**src/hw/rtl/mrr_pkg.sv**
```systemverilog
`default_nettype none

package mrr_pkg;

    typedef enum logic [1:0] {
        MUL_ACC_BASE,
        MUL_BASE_BASE,
        MUL_ACC_ACC
    } mrr_mul_sel_t;

    typedef struct packed {
        logic         load;
        logic         reduce_step;
        logic         set_base;
        logic         split_step;
        logic         mul_start;
        mrr_mul_sel_t mul_sel;
        logic         acc_take;
        logic         base_take;
        logic         sq_take;
    } mrr_cmd_t;

    typedef struct packed {
        logic n_lt2;
        logic n_eq2;
        logic n_odd;
        logic red_last;
        logic rem_zero;
        logic e_lsb;
        logic e_zero;
        logic s_zero;
        logic mul_done;
        logic acc_one;
        logic nontrivial;
    } mrr_stat_t;

endpackage

`default_nettype wire

```
**src/hw/rtl/miller_rabin_round.sv**
```systemverilog
// Channel    Direction  Handshake                      Word
// item       in         item_valid / item_stall        candidate, base
// verdict    out        verdict_valid / verdict_stall  composite
//
// Even candidates, candidates below two and the candidate two are answered at classification.
// Odd candidates are classified and the base is reduced modulo the candidate, then the
// power is formed by bit-serial modular multiplications, each done by the shift-and-add
// modular multiplier.
// Reset is asynchronous and active low and leaves the block idle with no verdict pending.
// A new word is accepted while a finished verdict still waits under verdict_stall.
`default_nettype none

module miller_rabin_round #(
    parameter int NUM_BITS = 63
) (
    input  logic                clk,
    input  logic                rst_n,
    input  logic                item_valid,
    output logic                item_stall,
    input  logic [NUM_BITS-1:0] candidate,
    input  logic [NUM_BITS-1:0] base,
    output logic                verdict_valid,
    input  logic                verdict_stall,
    output logic                composite
);

    import mrr_pkg::*;

    mrr_cmd_t  cmd;
    mrr_stat_t stat;

    mrr_ctrl u_ctrl (
        .clk          (clk),
        .rst_n        (rst_n),
        .item_valid   (item_valid),
        .item_stall   (item_stall),
        .verdict_valid(verdict_valid),
        .verdict_stall(verdict_stall),
        .composite    (composite),
        .cmd          (cmd),
        .stat         (stat)
    );

    mrr_datapath #(
        .NUM_BITS(NUM_BITS)
    ) u_datapath (
        .clk      (clk),
        .rst_n    (rst_n),
        .cmd      (cmd),
        .candidate(candidate),
        .base     (base),
        .stat     (stat)
    );

endmodule

`default_nettype wire

```
**src/hw/rtl/mrr_mulmod.sv**
```systemverilog
`default_nettype none

module mrr_mulmod #(
    parameter int NUM_BITS = 63
) (
    input  logic                clk,
    input  logic                rst_n,
    input  logic                start,
    input  logic [NUM_BITS-1:0] op_a,
    input  logic [NUM_BITS-1:0] op_b,
    input  logic [NUM_BITS-1:0] modulus,
    output logic                done,
    output logic [NUM_BITS-1:0] prod
);

    logic [NUM_BITS-1:0] x_reg;
    logic [NUM_BITS-1:0] y_reg;
    logic [NUM_BITS-1:0] p_reg;
    logic                busy_reg;

    // Both operands are below the modulus, so one conditional subtract reduces the sum.
    function automatic logic [NUM_BITS-1:0] add_mod(
        input logic [NUM_BITS-1:0] p,
        input logic [NUM_BITS-1:0] q,
        input logic [NUM_BITS-1:0] m
    );
        logic [NUM_BITS:0] sum;
        logic [NUM_BITS:0] dif;
        sum = {1'b0, p} + {1'b0, q};
        dif = sum - {1'b0, m};
        return (sum >= {1'b0, m}) ? dif[NUM_BITS-1:0] : sum[NUM_BITS-1:0];
    endfunction

    assign done = busy_reg && (y_reg == '0);
    assign prod = p_reg;

    always_ff @(posedge clk or negedge rst_n)
    begin
        if (!rst_n)
        begin
            busy_reg <= 1'b0;
        end
        else if (start)
        begin
            busy_reg <= 1'b1;
        end
        else if (done)
        begin
            busy_reg <= 1'b0;
        end
    end

    always_ff @(posedge clk)
    begin
        if (start)
        begin
            x_reg <= op_a;
            y_reg <= op_b;
            p_reg <= '0;
        end
        else if (busy_reg && !done)
        begin
            if (y_reg[0])
            begin
                p_reg <= add_mod(p_reg, x_reg, modulus);
            end
            x_reg <= add_mod(x_reg, x_reg, modulus);
            y_reg <= y_reg >> 1;
        end
    end

endmodule

`default_nettype wire

```
**src/hw/rtl/mrr_datapath.sv**
```systemverilog
`default_nettype none

module mrr_datapath #(
    parameter int NUM_BITS = 63
) (
    input  logic                clk,
    input  logic                rst_n,
    input  mrr_pkg::mrr_cmd_t   cmd,
    input  logic [NUM_BITS-1:0] candidate,
    input  logic [NUM_BITS-1:0] base,
    output mrr_pkg::mrr_stat_t  stat
);

    import mrr_pkg::*;

    localparam int CNT_W = $clog2(NUM_BITS);

    logic [NUM_BITS-1:0] n_reg;
    logic [NUM_BITS-1:0] a_reg;
    logic [NUM_BITS-1:0] rem_reg;
    logic [NUM_BITS-1:0] acc_reg;
    logic [NUM_BITS-1:0] e_reg;
    logic [CNT_W-1:0]    cnt_reg;
    logic [CNT_W-1:0]    s_reg;

    logic [NUM_BITS:0]   red_wide;
    logic [NUM_BITS:0]   red_sub;
    logic [NUM_BITS-1:0] red_next;
    logic [NUM_BITS-1:0] mul_x;
    logic [NUM_BITS-1:0] mul_y;
    logic [NUM_BITS-1:0] prod;
    logic                mul_done;

    always_comb
    begin
        unique case (cmd.mul_sel)
            MUL_ACC_BASE:
            begin
                mul_x = acc_reg;
                mul_y = a_reg;
            end
            MUL_BASE_BASE:
            begin
                mul_x = a_reg;
                mul_y = a_reg;
            end
            MUL_ACC_ACC:
            begin
                mul_x = acc_reg;
                mul_y = acc_reg;
            end
            default:
            begin
                mul_x = acc_reg;
                mul_y = a_reg;
            end
        endcase
    end

    mrr_mulmod #(
        .NUM_BITS(NUM_BITS)
    ) u_mulmod (
        .clk    (clk),
        .rst_n  (rst_n),
        .start  (cmd.mul_start),
        .op_a   (mul_x),
        .op_b   (mul_y),
        .modulus(n_reg),
        .done   (mul_done),
        .prod   (prod)
    );

    // The base is reduced one bit a cycle by restoring remainder steps.
    assign red_wide = {rem_reg, a_reg[NUM_BITS-1]};
    assign red_sub  = red_wide - {1'b0, n_reg};
    assign red_next = (red_wide >= {1'b0, n_reg}) ? red_sub[NUM_BITS-1:0]
                                                  : red_wide[NUM_BITS-1:0];

    always_ff @(posedge clk)
    begin
        if (cmd.load)
        begin
            n_reg   <= candidate;
            a_reg   <= base;
            rem_reg <= '0;
            e_reg   <= candidate - NUM_BITS'(1);
            cnt_reg <= CNT_W'(NUM_BITS - 1);
            s_reg   <= '0;
        end
        else if (cmd.reduce_step)
        begin
            rem_reg <= red_next;
            a_reg   <= {a_reg[NUM_BITS-2:0], 1'b0};
            cnt_reg <= cnt_reg - CNT_W'(1);
        end
        else if (cmd.set_base)
        begin
            a_reg   <= rem_reg;
            acc_reg <= NUM_BITS'(1);
        end
        else if (cmd.split_step)
        begin
            e_reg <= e_reg >> 1;
            s_reg <= s_reg + CNT_W'(1);
        end
        else if (cmd.acc_take)
        begin
            acc_reg <= prod;
        end
        else if (cmd.base_take)
        begin
            a_reg <= prod;
            e_reg <= e_reg >> 1;
        end
        else if (cmd.sq_take)
        begin
            acc_reg <= prod;
            s_reg   <= s_reg - CNT_W'(1);
        end
    end

    always_comb
    begin
        stat.n_lt2      = (n_reg[NUM_BITS-1:1] == '0);
        stat.n_eq2      = (n_reg == NUM_BITS'(2));
        stat.n_odd      = n_reg[0];
        stat.red_last   = (cnt_reg == '0);
        stat.rem_zero   = (rem_reg == '0);
        stat.e_lsb      = e_reg[0];
        stat.e_zero     = (e_reg == '0);
        stat.s_zero     = (s_reg == '0);
        stat.mul_done   = mul_done;
        stat.acc_one    = (acc_reg == NUM_BITS'(1));
        stat.nontrivial = (prod == NUM_BITS'(1)) && (acc_reg != NUM_BITS'(1))
                          && (acc_reg != (n_reg - NUM_BITS'(1)));
    end

endmodule

`default_nettype wire

```
**src/hw/rtl/mrr_ctrl.sv**
```systemverilog
`default_nettype none

module mrr_ctrl (
    input  logic               clk,
    input  logic               rst_n,
    input  logic               item_valid,
    output logic               item_stall,
    output logic               verdict_valid,
    input  logic               verdict_stall,
    output logic               composite,
    output mrr_pkg::mrr_cmd_t  cmd,
    input  mrr_pkg::mrr_stat_t stat
);

    import mrr_pkg::*;

    typedef enum logic [3:0] {
        ST_IDLE,
        ST_CLASSIFY,
        ST_REDUCE,
        ST_CHECK,
        ST_SPLIT,
        ST_POW,
        ST_MUL_ACC,
        ST_WAIT_ACC,
        ST_MUL_BASE,
        ST_WAIT_BASE,
        ST_SQ,
        ST_WAIT_SQ,
        ST_FINISH
    } state_t;

    state_t state_reg;
    state_t state_next;
    logic   verdict_reg;
    logic   verdict_next;
    logic   out_valid_reg;
    logic   out_valid_next;
    logic   composite_reg;
    logic   composite_next;

    assign item_stall    = (state_reg != ST_IDLE);
    assign verdict_valid = out_valid_reg;
    assign composite     = composite_reg;

    always_comb
    begin
        cmd            = '0;
        state_next     = state_reg;
        verdict_next   = verdict_reg;
        out_valid_next = out_valid_reg && verdict_stall;
        composite_next = composite_reg;

        unique case (state_reg)
            ST_IDLE:
            begin
                if (item_valid)
                begin
                    cmd.load   = 1'b1;
                    state_next = ST_CLASSIFY;
                end
            end
            ST_CLASSIFY:
            begin
                if (stat.n_eq2)
                begin
                    verdict_next = 1'b0;
                    state_next   = ST_FINISH;
                end
                else if (stat.n_lt2 || !stat.n_odd)
                begin
                    verdict_next = 1'b1;
                    state_next   = ST_FINISH;
                end
                else
                begin
                    state_next = ST_REDUCE;
                end
            end
            ST_REDUCE:
            begin
                cmd.reduce_step = 1'b1;
                if (stat.red_last)
                begin
                    state_next = ST_CHECK;
                end
            end
            ST_CHECK:
            begin
                if (stat.rem_zero)
                begin
                    verdict_next = 1'b0;
                    state_next   = ST_FINISH;
                end
                else
                begin
                    cmd.set_base = 1'b1;
                    state_next   = ST_SPLIT;
                end
            end
            ST_SPLIT:
            begin
                if (stat.e_lsb)
                begin
                    state_next = ST_POW;
                end
                else
                begin
                    cmd.split_step = 1'b1;
                end
            end
            ST_POW:
            begin
                if (stat.e_zero)
                begin
                    state_next = ST_SQ;
                end
                else if (stat.e_lsb)
                begin
                    state_next = ST_MUL_ACC;
                end
                else
                begin
                    state_next = ST_MUL_BASE;
                end
            end
            ST_MUL_ACC:
            begin
                cmd.mul_start = 1'b1;
                cmd.mul_sel   = MUL_ACC_BASE;
                state_next    = ST_WAIT_ACC;
            end
            ST_WAIT_ACC:
            begin
                if (stat.mul_done)
                begin
                    cmd.acc_take = 1'b1;
                    state_next   = ST_MUL_BASE;
                end
            end
            ST_MUL_BASE:
            begin
                cmd.mul_start = 1'b1;
                cmd.mul_sel   = MUL_BASE_BASE;
                state_next    = ST_WAIT_BASE;
            end
            ST_WAIT_BASE:
            begin
                if (stat.mul_done)
                begin
                    cmd.base_take = 1'b1;
                    state_next    = ST_POW;
                end
            end
            ST_SQ:
            begin
                if (stat.s_zero)
                begin
                    verdict_next = !stat.acc_one;
                    state_next   = ST_FINISH;
                end
                else
                begin
                    cmd.mul_start = 1'b1;
                    cmd.mul_sel   = MUL_ACC_ACC;
                    state_next    = ST_WAIT_SQ;
                end
            end
            ST_WAIT_SQ:
            begin
                if (stat.mul_done)
                begin
                    if (stat.nontrivial)
                    begin
                        verdict_next = 1'b1;
                        state_next   = ST_FINISH;
                    end
                    else
                    begin
                        cmd.sq_take = 1'b1;
                        state_next  = ST_SQ;
                    end
                end
            end
            ST_FINISH:
            begin
                if (!out_valid_reg || !verdict_stall)
                begin
                    out_valid_next = 1'b1;
                    composite_next = verdict_reg;
                    state_next     = ST_IDLE;
                end
            end
            default:
            begin
                state_next = ST_IDLE;
            end
        endcase
    end

    always_ff @(posedge clk or negedge rst_n)
    begin
        if (!rst_n)
        begin
            state_reg     <= ST_IDLE;
            verdict_reg   <= 1'b0;
            out_valid_reg <= 1'b0;
            composite_reg <= 1'b0;
        end
        else
        begin
            state_reg     <= state_next;
            verdict_reg   <= verdict_next;
            out_valid_reg <= out_valid_next;
            composite_reg <= composite_next;
        end
    end

endmodule

`default_nettype wire

```
**config.mk**
```make
export PLATFORM = sky130hd
export DESIGN_NAME = miller_rabin_round
export DESIGN_NICKNAME = d
export VERILOG_FILES = /design/src/hw/rtl/mrr_pkg.sv /design/src/hw/rtl/miller_rabin_round.sv /design/src/hw/rtl/mrr_mulmod.sv /design/src/hw/rtl/mrr_datapath.sv /design/src/hw/rtl/mrr_ctrl.sv
export SDC_FILE = /design/constraint.sdc
export NUM_CORES = 2
export LEC_CHECK = 0
export ABC_AREA = 0
export ABC_CLOCK_PERIOD_IN_PS = 10900
export BUFFER_PORTS_ARGS = -buffer_cell sky130_fd_sc_hd__buf_2
export CAP_MARGIN = 20
export CORE_MARGIN = 2
export CORE_UTILIZATION = 28
export DETAILED_ROUTE_END_ITERATION = 10
export PLACE_DENSITY = 0.44
export SLEW_MARGIN = 20
export SYNTH_ARGS = -nofsm -noshare
export SYNTH_HDL_FRONTEND = slang
export SYNTH_SLANG_ARGS = --single-unit
```
**constraint.sdc**
```tcl
create_clock -name clk -period 10.9 [get_ports clk]
set_input_delay 2.18 -clock clk [delete_from_list [all_inputs] [get_ports clk]]
set_output_delay 2.18 -clock clk [all_outputs]
set_load 0.01 [all_outputs]
```
; ---- Word-level counts from Yosys, hierarchy flattened
; Index checks and enable logic that the tools add are counted.
[word_totals]
register_bits = 524
inputBits = 130
out_inout_bits = 3
[op_classes]
addsub = 10
magnitude_cmp = 3
eq_ne = 39
muxes = 70
bitwise = 3
n_reduce_logical = 35
[op_table]
columns = op, count
row1 = 2-to-1 mux 63 bit, 25
row2 = greater-or-equal comparator 64 x 63 -> 1 bit, 3
row3 = zero test 63 bit, 3
row4 = subtractor 63 bit, 3
row5 = adder 63 x 63 -> 64 bit, 2
row6 = "equality test 63 x 1 -> 1 bit, second input constant", 2
row7 = "subtractor 63 x 1 -> 63 bit, second input constant", 2
row8 = "equality test 63 x 2 -> 1 bit, second input constant", 1
row9 = "!= test 63 x 1 -> 1 bit, second input constant", 1
row10 = != test 63 bit, 1
row11 = zero test 62 bit, 1
row12 = case mux 4 bit (13 select lines), 1
row13 = 2-to-1 mux 4 bit, 12
row14 = 2-to-1 mux 6 bit, 4
row15 = 2-to-1 mux 1 bit, 23
row16 = "equality test 4 bit, second input constant", 5
row17 = "!= test 2 x 1 -> 1 bit, second input constant", 10
row18 = "equality test 4 x 3 -> 1 bit, second input constant", 4
row19 = zero test 6 bit, 2
row20 = nonzero test 4 bit, 3
row21 = "subtractor 6 x 1 -> 6 bit, second input constant", 2
row22 = "!= test 2 bit, second input constant", 5
row23 = AND reduction 5 bit, 2
row24 = 2-to-1 mux 3 bit, 3
row25 = 22 further kinds, 40

; ---- Depth between registers and ports, before layout
[depth]
ltp_word = 10
ltp_mapped = 25

; ---- By module
; From an unflattened synthesis, not the netlist that was laid out.
[hier_totals]
hier_cells = 5076
hier_area_um2 = 43225.2
[by_module_without_submodules]
columns = mod, n_inst, cells_each, area_each_um2
row1 = mrr_datapath, 1, 2578, 22675.5
row2 = mrr_mulmod, 1, 2414, 19860.3
row3 = mrr_ctrl, 1, 84, 689.4

; ---- Least setup slack after synthesis
; No wires, ideal clock.
[synth_timing]
path_kind = reg2reg
startpoint = reg u_datapath.n_reg[0]
endpoint = reg u_datapath.acc_reg[0] (enable)
setup_time_ns = 0.491
arrival_ns = 6.184
setup_slack_ns = 4.225
path_stages_with_launch = 15
n_path_buf = 2
synth_period_minus_slack_ns = 6.675
cell_sequence = edfxtp_1 > clkbuf_2 > inv_1 > ha_1 > nor3b_2 > and3_2 > buf_2 > nand4_4 > or4_1 > a21boi_0 > o2111ai_1 > nor4_4 > a41oi_2 > o32ai_1 > nor2b_1
[synth_between]
elab_chain_cells = 8
[synth_rtl]
columns = element, line
row1 = from (decl), mrr_datapath.sv:18  ; logic [NUM_BITS-1:0] n_reg;
row2 = from (signal assigned), mrr_datapath.sv:83  ; n_reg <= candidate;
row3 = subtractor 63 x 1 -> 63 bit, mrr_datapath.sv:135  ; && (acc_reg != (n_reg - NUM_BITS'(1)));
row4 = != test 63 bit, mrr_datapath.sv:135
row5 = logical AND 1 bit, mrr_datapath.sv:135
row6 = 2-to-1 mux 1 bit, mrr_ctrl.sv:173  ; if (stat.nontrivial)
row7 = 2-to-1 mux 1 bit, mrr_ctrl.sv:171  ; if (stat.mul_done)
row8 = 2-to-1 mux 1 bit, mrr_ctrl.sv:54  ; unique case (state_reg)
row9 = nonzero test 3 bit (no source line), -
row10 = AND reduction 5 bit (no source line), -
row11 = to (signal assigned), mrr_datapath.sv:108  ; acc_reg <= prod;
row12 = to (signal assigned), mrr_datapath.sv:117  ; acc_reg <= prod;
row13 = to (decl), mrr_datapath.sv:21  ; logic [NUM_BITS-1:0] acc_reg;
; Every way passes these cells.
; A chain may end at the register's enable or synchronous reset.

; ---- Worst setup path after layout
[layout_timing]
startpoint = reg u_datapath.u_mulmod.x_reg[13]
endpoint = reg u_datapath.u_mulmod.p_reg[62], in the netlist u_datapath.u_mulmod.prod[62]
[layout_between]
elab_chain_cells = 3
elab_cells_between_ends = 4
classes_between = add/sub (2) / order compare (1) / mux (1)
[layout_rtl]
columns = element, line
row1 = from (decl), mrr_mulmod.sv:16  ; logic [NUM_BITS-1:0] x_reg;
row2 = from (signal assigned), mrr_mulmod.sv:57  ; x_reg <= op_a;
row3 = from (signal assigned), mrr_mulmod.sv:67  ; x_reg <= add_mod(x_reg, x_reg, modulus);
row4 = adder 63 x 63 -> 64 bit (*), mrr_mulmod.sv:29  ; sum = {1'b0, p} + {1'b0, q};
row5 = subtractor 63 bit or greater-or-equal comparator 64 x 63 -> 1 bit (tied branches), "mrr_mulmod.sv:30, mrr_mulmod.sv:31"
row6 = 2-to-1 mux 63 bit (*), mrr_mulmod.sv:31  ; return (sum >= {1'b0, m}) ? dif[NUM_BITS-1:0] : sum[NUM_BITS-1:0];
row7 = to (signal assigned), mrr_mulmod.sv:65  ; p_reg <= add_mod(p_reg, x_reg, modulus);
row8 = to (decl), mrr_mulmod.sv:18  ; logic [NUM_BITS-1:0] p_reg;
; Mark *: on every way between the ends. The rest lies on a longest branch, timed or not.

==> summary.md <==
| Metric | Value |
|---|---|
| Status | `finished clean` |
| Total track usage | `23.2%` |
| Final period utilization | `77.7%` |
| Final setup skew | `38.1 ps` |
| Area leader, netlist | `edfxtp_1` |
| Peak supply drop | `0.0995 mV` |
| Die Footprint | `153000 sq um` |
| Routed wire per std cell | `26.3 um` |
| CTS root buf | `clkbuf_16` |
| Ys flop type | `edfxtp_1` |
| Sink Count | `524` |
| Core Box Area | `149000 sq um` |
| Internal cell power | `3.29 mW` |
| Clock power share | `48.7%` |
| CP most frequent cell | `o21ai_0` |
| Worst-skew pair later-pin latency | `670 ps` |
| Syn. warnings | `0` |
| Non-filler cells, final | `6960` |
| Required @ worst endpoint | `11500 ps` |
| NetSw | `954 uW` |
| Critical Path Source Type | `flop` |
| Initial antenna violation count | `9` |
| PostCTS Resize Cnt | `0` |
| Hold Crit Class | `flop to flop` |
| Placer Congestion | `0.965` |
| Met3 WL | `10700 um` |
| Sequential area share after synthesis | `34.1%` |
| Sw frac | `22.5%` |
| Area contributors post-synth | `edfxtp_1 27%, ha_1 7.8%, dfxtp_1 6.6%` |
| Critical Path, Cell by Cell | `ha_1 > o21ai_0 > o221ai_1 > or4b_2 > nor3_1 > o21ai_0 > a311oi_1 > o21ai_0 > o21ai_0 > xor2_1 > ha_1 > nand4_1 > nor4_1 > nand4_1 > o21ai_0 > o311a_1 > o21ai_0 > o31ai_4 > buf_4 > clkinv_1 > buf_4 > nand2_1 > o221ai_1 > o21ba_2` |
| Max Fanout on Critical Path | `65` |
| Worst Path Arrival | `9070 ps` |
| CTS Hold Bufs | `0` |
| Postcts setup bufs | `0` |
| Yosys cell types | `92` |
| # H-tree levels | `2` |
| Top sig layer | `met4` |
| Die extent in y | `391 um` |
| Max_cap viols | `0` |
| Pleak | `17.4 nW` |
| Row count | `142` |
| First-pass GRT wire length | `264000 um` |
| CTS tree | `done` |
| DPL Wire Length | `146000 um` |
| Ys async rst share | `1.53%` |
| Post-synth EDFFs | `378` |
| Min cycle time layout | `8470 ps` |
| Slew Limit Fails | `0` |
| Top-count cell post-synth | `nand2_1` |
| # fillers | `15900` |
| Mapped Avg Cell Area | `8.38 sq um` |
| Pin count of the biggest net entering global routing | `127` |
| Routed vias/inst | `5.68` |
| Via count | `39500` |
| Final setup TNS | `0 ps` |
| R2R setup slack | `2430 ps` |
| Netlist Area Pre-Place | `41900 sq um` |
| Synthesis-to-finish area growth | `10.7%` |
| Final Setup Violations | `0` |
| Drc violations | `0` |
| Vias in the first global route | `37400` |
| DP Cell Count | `6845` |
| Final hold vios | `0` |
| Port Buffers | `132` |
| Starting Density | `28.1%` |
| Combinational share of power | `1.6%` |
| Remaining global-route overflow | `0` |
| Antenna-violating nets left | `0` |
| Post-Route M1 WL | `87200 um` |
| CP max stage cell | `nor4_1` |
| Share of layout cells above drive strength 1 | `6.88%` |
| Routed Wire Length | `183000 um` |
| Fmax | `0.118 GHz` |
| Num CTS Buffers | `60` |
| Nets | `5359` |
| RSZ-0062 raised after global routing | `false` |
| Post-Synthesis Cells | `5003` |
| Critical path's largest stage delay | `880 ps` |
| Clock buffer depth | `3` |
| Slew Limit Headroom | `26.7%` |
| Crit Path Class | `flop to flop` |
| Chip Width | `391 um` |
| DR WL met2 | `77600 um` |
| Worst slew pin tran | `1090 ps` |
| Sequential share of power | `49.7%` |
| Reg clk slew, reported paths | `70 ps` |
| Synth Register Bits | `524` |
| Power density cells | `91.5 nW/um^2` |
| Top cells by count, synth | `639 x nand2_1, 472 x o21ai_0, 414 x a21oi_1, 378 x edfxtp_1, 299 x nor2_1` |
| Syn_nets | `5399` |
| Synth top area share | `27.1%` |
| IO Pins | `133` |
| Critical Path Sink Type | `flop` |
| TritonRoute pass-1 iters | `6` |
| DRT iter0 DRCs | `3303` |
==> path summary, 6_finish.rpt <==
| kind | startpoint | depth (start not counted) | to |
|---|---|---|---|
| setup / recovery | u_datapath.u_mulmod.x_reg[13] | 24 | u_datapath.u_mulmod.prod[62] |
| max in group asynchronous | rst_n | 1 | u_ctrl.state_reg[3] |
| min in group asynchronous | rst_n | 1 | u_ctrl.composite |
| hold / removal | u_datapath.s_reg[5] | 1 | u_datapath.s_reg[5] |
| hold reg to reg | u_datapath.s_reg[5] | 1 | u_datapath.s_reg[5] |
| setup reg to reg | u_datapath.u_mulmod.x_reg[13] | 24 | u_datapath.u_mulmod.prod[62] |
==> power groups by stage <==
stage / Combinational, mW / Sequential, mW / Clock (mW)
6_report: 0.0666 / 2.11 / 2.07
5_1_grt: 0.0717 / 2.11 / 2.17
4_1_cts: 0.0663 / 2.11 / 2.12
3_5_place_dp: 0.0662 / 2.15 / 0
3_3_place_gp: 0.0663 / 2.15 / 0
2_1_floorplan: 0.0125 / 2.15 / 0
==> routing by layer <==
| metal | GRT usage [%] | vias to the layer above |
|---|---|---|
| li1 | - | 18600 |
| met1 | 34.0 | 19300 |
| met2 | 35.0 | 1367 |
| met3 | 2.33 | 224 |
| met4 | 8.50 | 0 |
| met5 | 0 | - |
==> placed cells by master, fill, tap and decap left out, drive strengths merged, types with 20 or more instances in the layout <==
| cell | netlist | routed |
|---|---|---|
| a211oi | 70 | 70 |
| a21boi | 21 | 21 |
| a21o | 146 | 146 |
| a21oi | 414 | 414 |
| a22o | 24 | 24 |
| a22oi | 72 | 72 |
| a311oi | 20 | 20 |
| a31oi | 109 | 109 |
| and2 | 28 | 28 |
| and3 | 34 | 34 |
| buf | 24 | 176 |
| clkbuf | 254 | 80 |
| clkinv | 3 | 24 |
| dfxtp | 138 | 138 |
| edfxtp | 378 | 378 |
| ha | 261 | 261 |
| inv | 146 | 148 |
| mux2i | 95 | 95 |
| nand2 | 639 | 639 |
| nand2b | 36 | 36 |
| nand3 | 103 | 103 |
| nand4 | 107 | 107 |
| nor2 | 300 | 300 |
| nor2b | 98 | 98 |
| nor3 | 94 | 94 |
| nor4 | 134 | 134 |
| o211ai | 34 | 34 |
| o21a | 25 | 25 |
| o21ai | 472 | 472 |
| o21bai | 51 | 51 |
| o31ai | 22 | 22 |
| or3 | 23 | 23 |
| or4 | 21 | 21 |
| xnor2 | 230 | 230 |
| xor2 | 147 | 147 |
==> logic make-up (layout without fill, tap and decap cells) <==
logic type                 after synthesis  count (layout)  share of synthesized area, %
other                                    0               5                             0
and+or+nand+nor                       1667            1667                          19.2
adders and majority gates              266             266                          8.03
DFF                                    524             524                          34.1
muxes                                  101             101                          2.43
AOI/OAI and AO/OA                     1641            1641                          24.5
xor gates and xnor gates               377             377                          7.88
buffers and inverters                  427             435                          3.86
==> metrics by stage <==
step	cell area, sq um	utilization, %	hold WS [ps]	setup slack (ps)	power (mW)
finish	46400	31.1	479	2430	4.25
global route	46400	31.1	501	2020	4.35
CTS	46400	31.1	474	2290	4.29
detailed placement	44500	29.8	465	2310	2.22
global placement	44500	29.8	452	2310	2.22
floorplan	41900	-	435	4220	2.17
==> critical path: cells and delay by family (launching register included) <==
| family | cells | cell delay [ps] |
|---|---|---|
| flops | 1 | 440 |
| simple gates | 6 | 2750 |
| xor+xnor | 1 | 130 |
| compound gates | 12 | 3090 |
| fa+ha+maj | 2 | 840 |
| buf+inv | 3 | 1140 |
==> layout make-up <==
class,count,area (sq um),area share (%)
inverters,149,564,1.22
clock buffers,80,1660,3.57
repair buffers,176,1000,2.16
well taps,1944,2430,5.24
diodes,5,12.5,0.0270
clock inverters,30,258,0.555
flip-flops and latches,524,14300,30.8
multi-input cells,4052,26200,56.4
No activity file was read; power rests on OpenSTA's default activity.
